### src/rtl/cha_pkg.sv
// Shared types and constants for the ChaCha20 stream cipher block.
`timescale 1ns / 1ps
`default_nettype none

package cha_pkg;

  // Item and bus geometry
  localparam int BYTES_PER_ITEM = 8;
  localparam int DATA_W         = 64;
  localparam int CNT_W          = 4;
  localparam int TDATA_W        = 72;
  localparam int CFG_IDX_W      = 3;
  localparam int CFG_W          = 64;

  // Cipher geometry
  localparam int BLOCK_BYTES = 64;
  localparam int BLOCK_W     = 512;
  localparam int KEY_W       = 256;
  localparam int NONCE_W     = 96;
  localparam int CTR_W       = 32;
  localparam int ROUNDS      = 20;

  localparam logic [31:0] SIGMA0 = 32'h6170_7865;
  localparam logic [31:0] SIGMA1 = 32'h3320_646e;
  localparam logic [31:0] SIGMA2 = 32'h7962_2d32;
  localparam logic [31:0] SIGMA3 = 32'h6b20_6574;

  // Configuration register indexes
  typedef enum logic [CFG_IDX_W-1:0] {
    CFG_KEY0   = 3'd0,
    CFG_KEY1   = 3'd1,
    CFG_KEY2   = 3'd2,
    CFG_KEY3   = 3'd3,
    CFG_NONCE0 = 3'd4,
    CFG_NONCE1 = 3'd5,
    CFG_START  = 3'd6
  } cha_cfg_idx_t;

  // One request as it sits in the queue
  typedef struct packed {
    logic [DATA_W-1:0] data;
    logic [CNT_W-1:0]  cnt;
    logic              last;
  } cha_item_t;

  // Keystream core control and status
  typedef struct packed {
    logic start;
    logic abort;
  } cha_core_req_t;

  typedef struct packed {
    logic busy;
    logic done;
  } cha_core_rsp_t;

endpackage

`default_nettype wire

### src/rtl/cha_queue.sv
// Short request queue between the front and back ends.
`timescale 1ns / 1ps
`default_nettype none

module cha_queue import cha_pkg::*; #(
  parameter int DEPTH = 4
) (
  input  wire logic      clk,
  input  wire logic      rst_n,
  input  wire logic      push,
  input  cha_item_t      push_item,
  output logic           full,
  input  wire logic      pop,
  output logic           head_valid,
  output cha_item_t      head_item
);

  localparam int PTR_W  = (DEPTH > 1) ? $clog2(DEPTH) : 1;
  localparam int FILL_W = $clog2(DEPTH + 1);

  cha_item_t          mem_r [DEPTH];
  logic [PTR_W-1:0]   wr_ptr_r, rd_ptr_r;
  logic [FILL_W-1:0]  fill_r;
  logic               do_push, do_pop;

  assign full       = (fill_r == FILL_W'(DEPTH));
  assign head_valid = (fill_r != '0);
  assign head_item  = mem_r[rd_ptr_r];
  assign do_push    = push && !full;
  assign do_pop     = pop && head_valid;

  // Store entries
  always_ff @(posedge clk) begin
    if (do_push) begin
      mem_r[wr_ptr_r] <= push_item;
    end
  end

  // Advance pointers and fill level
  always_ff @(posedge clk) begin
    if (!rst_n) begin
      wr_ptr_r <= '0;
      rd_ptr_r <= '0;
      fill_r   <= '0;
    end else begin
      if (do_push) begin
        wr_ptr_r <= (wr_ptr_r == PTR_W'(DEPTH - 1)) ? '0 : wr_ptr_r + 1'b1;
      end
      if (do_pop) begin
        rd_ptr_r <= (rd_ptr_r == PTR_W'(DEPTH - 1)) ? '0 : rd_ptr_r + 1'b1;
      end
      if (do_push && !do_pop) begin
        fill_r <= fill_r + 1'b1;
      end else if (do_pop && !do_push) begin
        fill_r <= fill_r - 1'b1;
      end
    end
  end

endmodule

`default_nettype wire

### config.mk
export PLATFORM = sky130hd
export DESIGN_NAME = cha_queue
export DESIGN_NICKNAME = d
export VERILOG_FILES = /design/src/rtl/cha_pkg.sv /design/src/rtl/cha_queue.sv
export SDC_FILE = /design/constraint.sdc
export NUM_CORES = 1
export LEC_CHECK = 0
export ABC_CLOCK_PERIOD_IN_PS = 9300
export BUFFER_PORTS_ARGS = -buffer_cell sky130_fd_sc_hd__buf_4
export CAP_MARGIN = 20
export CORE_MARGIN = 2
export CORE_UTILIZATION = 50
export DETAILED_ROUTE_END_ITERATION = 10
export PLACE_DENSITY = 0.71
export SLEW_MARGIN = 25
export SYNTH_ARGS = -nofsm -noshare
export SYNTH_HDL_FRONTEND = slang
export SYNTH_SLANG_ARGS = --single-unit
export TNS_END_PERCENT = 5
### constraint.sdc
create_clock -name clk -period 9.3 [get_ports clk]
set_clock_uncertainty 0.1 [all_clocks]
set_input_delay 1.395 -clock clk [delete_from_list [all_inputs] [get_ports clk]]
set_output_delay 1.395 -clock clk [all_outputs]
set_load 0.005 [all_outputs]
Word-level counts from Yosys, hierarchy flattened --
Memory sizes are Yosys's and may differ from the RTL's. A register that Yosys moved wholly into a read port is not among the register bits. Index checks and enable logic that the tools add are counted.
Storage, ports and cells: input bits 73, RAM bits 276, bits in registers 7, memories 1, ROM bits 0, bits in latches 0, logic and storage cells 28
Cells by class: div/mod/pow operators 0, reductions and logical operators 9, add/sub/neg operators 4, mux-type cells 8, bitwise logic cells 0, equal/unequal tests 3, $mul 0, magnitude comparators 0, shift operators 0
Memory list:
- mem_r | words 4, width 69, read ports 1, clocked after Yosys merged registers in 1, wr ports 1, RTL line cha_queue.sv:21 | cha_item_t mem_r [DEPTH];
Operator list (count):
- 2-to-1 mux 2 bit | 4
- 2-to-1 mux 3 bit | 2
- adder 2 x 1 -> 2 bit (second input constant) | 2
- == test 2 bit (second input constant) | 2
- logical AND 1 bit | 4
- adder 3 x 1 -> 3 bit (second input constant) | 1
- == test 3 bit (second input constant) | 1
- logical NOT 1 bit | 3
- nonzero test 3 bit | 1
- subtractor 3 x 1 -> 3 bit (second input constant) | 1
- 2-to-1 mux 1 bit | 2
- nonzero test 2 bit | 1

Logic depth before layout (Yosys ltp) --
depth after elaboration 7, gate-level depth with buffers 9

Worst setup path before layout --
Ideal clock, no wire load.
path kind input to register, start input push, end memory mem_r[0][0] (netlist bit), enable pin, setup slack 5.367 ns, data required time 8.765 ns, buffers on the path 1, data arrival time 3.398 ns, stages 3, cells stage by stage nor2b_1 -> clkbuf_1 -> and2_1
Between the ends: word-level cells in the longest chain between the ends 3
RTL lines:
- start, declared | RTL line cha_queue.sv:10 | input wire logic push,
- logical AND 1 bit | RTL line cha_queue.sv:29 | assign do_push = push && !full;
- via do_push | RTL line cha_queue.sv:24 | logic do_push, do_pop;
- 2-to-1 mux 1 bit | RTL line cha_queue.sv:34 | if (do_push) begin
- 2-to-1 mux 1 bit (not written as such) | RTL line cha_queue.sv:35 | mem_r[wr_ptr_r] <= push_item;
- end, declared | RTL line cha_queue.sv:21
The timed path passes the listed nets, and every way through them passes these cells.

==> impl_metrics.py <==
metrics = {
    "route": {
        "via_per_inst": 5.44,
        "drt-pass1-iter-count": 4,
        "route.detailed.drc": 0,
        "postRouteAntennaNets": 0,
        "vias": 4707,
        "drt_iter0_drc": 349,
        "wl_mm": 18.3,
        "wire_per_inst_um": 21.2,
    },
    "critical_path": {
        "r2r_cells": 8,
        "slowest_stage": "dfxtp_4",
        "crit_buf_inv": 2,
        "max_stage_delay_ns": 0.80,
        "worst_path_most_repeated_cell": "buf_4",
        "crit_chain": "buf_4, mux4_2, buf_4",
        "cp-start-kind": "register",
        "r2r_slack_ns": 6.60,
        "cp_top_family": "buffers and inverters",
        "required_ns": 7.81,
        "r2r-end": "fill_r[2]$_SDFFE_PN0P_",
        "crit_arrival_ns": 2.85,
        "end_kind": "output pin",
        "critical_path_class": "register to output pin",
        "cp_max_fo": 37,
        "timing.rr.start": "fill_r[0]$_SDFFE_PN0P_",
    },
    "placement": {
        "port_buffers": 143,
        "detailedPlacementHpwl_mm": 10.8,
        "routabilityCongestion": 0.680,
    },
    "cells_and_area": {
        "area_delta_synth_final_pct": 23.2,
        "drive_above_1_share": 0.452,
        "n_antenna_cell": 0,
        "most-common-layout-cells": "edfxtp_1 (276), buf_4 (144), mux4_2 (69), clkbuf_16 (29)",
        "final_common_cell": "edfxtp_1",
        "nNetsFinal": 654,
    },
    "pwr": {
        "peakVddDrop_uv": 145,
        "p_leak_nw": 4.34,
        "powerDensity_nw_per_um2": 275,
    },
    "global_routing": {
        "grt_antenna_before_repair": 1,
        "grt_overflow_total": 0,
        "grt_max_degree": 70,
        "grt_usage": 0.168,
        "grt_pass1_vias": 5119,
        "grt_pass1_wl_mm": 28.3,
    },
    "logic_synthesis": {
        "ys_seq_area_frac": 0.811,
        "syn-cell-area_um2": 10400,
        "ys_warn_count": 0,
        "yosys_register_bits": 285,
        "syn_nets": 492,
        "ys_types": 24,
        "netlist_instances": 412,
        "avgSynthCellArea_um2": 25.3,
    },
    "die": {
        "std_cell_rows": 52,
        "core_um2": 20400,
        "start_util": 0.513,
        "die_area_um2": 22100,
        "ios": 144,
        "die_x_um": 149,
        "die_h_um": 149,
    },
    "cts": {
        "ctsHoldBuffers": 0,
        "insertion_delay_ns": 0.51,
        "cts.sinks": 285,
        "post-cts-setup-buffers": 0,
        "cts_tree": "built",
        "cts_resized": 0,
        "clk_pin_slew_ns": 0.06,
        "cts_max_level": 1,
        "root_buffer": "clkbuf_16",
        "clk_path_buf_depth": 3,
        "cts_inserted_buffers": 29,
    },
    "timing": {
        "maxSlewViolCount": 0,
        "fmax_mhz": 230,
        "hold_slack_ns": 0.413,
        "grt_setup_unrepaired": "false",
        "tightest_slew_ns": 0.758,
        "hold_viol_final": 0,
        "maxSlewHeadroom": 0.490,
        "setup_tns_ns": 0,
        "fin_crit_sh": 0.467,
        "setup_viol": 0,
        "layout_min_cycle_time_ns": 4.35,
    },
    "hold_path": {
        "hold_path_end": "wr_ptr_r[1]$_SDFFE_PN0P_",
        "hold_depth": 2,
        "hp-class": "register to register",
        "hold_start": "wr_ptr_r[1]$_SDFFE_PN0P_",
    },
    "outcome": {
        "status": "completed",
    },
    "job": {
        "cap_violations": 0,
    },
}
## sequential cells by signal, summed over array words and instances (netlist names), named ones only
register	cells
rd_ptr_r	2
mem_r	276
wr_ptr_r	2
fill_r	3
## layer usage
layer / vias up / wire length (um) / GRT usage
li1: 2077 / - / -
met2: 146 / 9190 / 0.288
met3: 28 / 1210 / 0.0377
met1: 2454 / 7650 / 0.223
met5: - / 16 / 0
met4: 2 / 276 / 0.0390
## worst min-delay path, stage by stage, from the launching register on
cell     delay (ns)
dfxtp_1        0.34
nand2_1        0.07
mux2i_1        0.05
## cells by family after synthesis
group,count (synthesis),synth area share
flip-flops,285,0.811
multiplexers,72,0.152
AND/OR/NAND/NOR,20,0.00995
XOR/XNOR,2,0.00168
adder cells (fa/ha/maj),7,0.00911
AO/OA/AOI/OAI,5,0.00288
buffers and inverters,21,0.0135
## worst max-delay path by stage
stage                  start               endpoint  slack (ns)  cells after the start
floorplan               push  mem_r[0][0]$_DFFE_PP_        5.37                      3
global placement    register           head_item[3]        5.39                      3
detailed placement  register           head_item[3]        5.37                      3
CTS                 register           head_item[3]        4.82                      3
global route        register          head_item[59]        4.67                      3
finish              register          head_item[59]        4.95                      3
## cell usage after synthesis
master    instances  area share
a21boi_0          1     0.00072
and2_1            5      0.0030
buf_12            2      0.0038
buf_2             3      0.0014
buf_4             5      0.0036
buf_6             1      0.0011
clkbuf_1          7      0.0025
dfxtp_1           9       0.017
edfxtp_1        276        0.79
fa_1              1      0.0019
ha_1              6      0.0072
inv_1             3      0.0011
mux2i_1           3      0.0029
mux4_2           69        0.15
nand2_1           6      0.0022
nand3_1           2     0.00096
nor2_1            2     0.00072
nor2b_1           2      0.0012
nor3b_1           1     0.00072
o21ai_0           3      0.0014
o31ai_1           1     0.00072
or3_1             2      0.0012
xnor2_1           1     0.00084
xor2_1            1     0.00084
## final cells by class
| class | instances | area, um^2 |
|---|---|---|
| sequential | 285 | 8480 |
| fill | 1382 | 7510 |
| multi-input combinational | 106 | 1840 |
| timing repair buffer | 149 | 1210 |
| clock buffer | 35 | 768 |
| tap | 270 | 338 |
| clock inverter | 17 | 213 |
| inverter | 3 | 11.3 |
## metrics by stage
stage | instances | util | setup WS (ns) | total power, mW | area (um^2)
floorplan | 412 | - | 5.37 | 2.07 | 10400
global placement | 808 | 0.577 | 5.39 | 2.38 | 11700
detailed placement | 812 | 0.582 | 5.37 | 2.42 | 11900
CTS | 864 | 0.630 | 4.82 | 3.58 | 12800
global route | 865 | 0.631 | 4.67 | 3.69 | 12900
finish | 865 | 0.631 | 4.95 | 3.54 | 12900
## power breakdown
| part | leakage (nW) | switching, mW | internal (mW) | total (mW) |
|---|---|---|---|---|
| clock | 0.483 | 0.444 | 0.724 | 1.17 |
| sequential | 2.60 | 0.0826 | 1.56 | 1.65 |
| combinational | 1.25 | 0.295 | 0.428 | 0.723 |
Power figures use the tool's default switching activity.
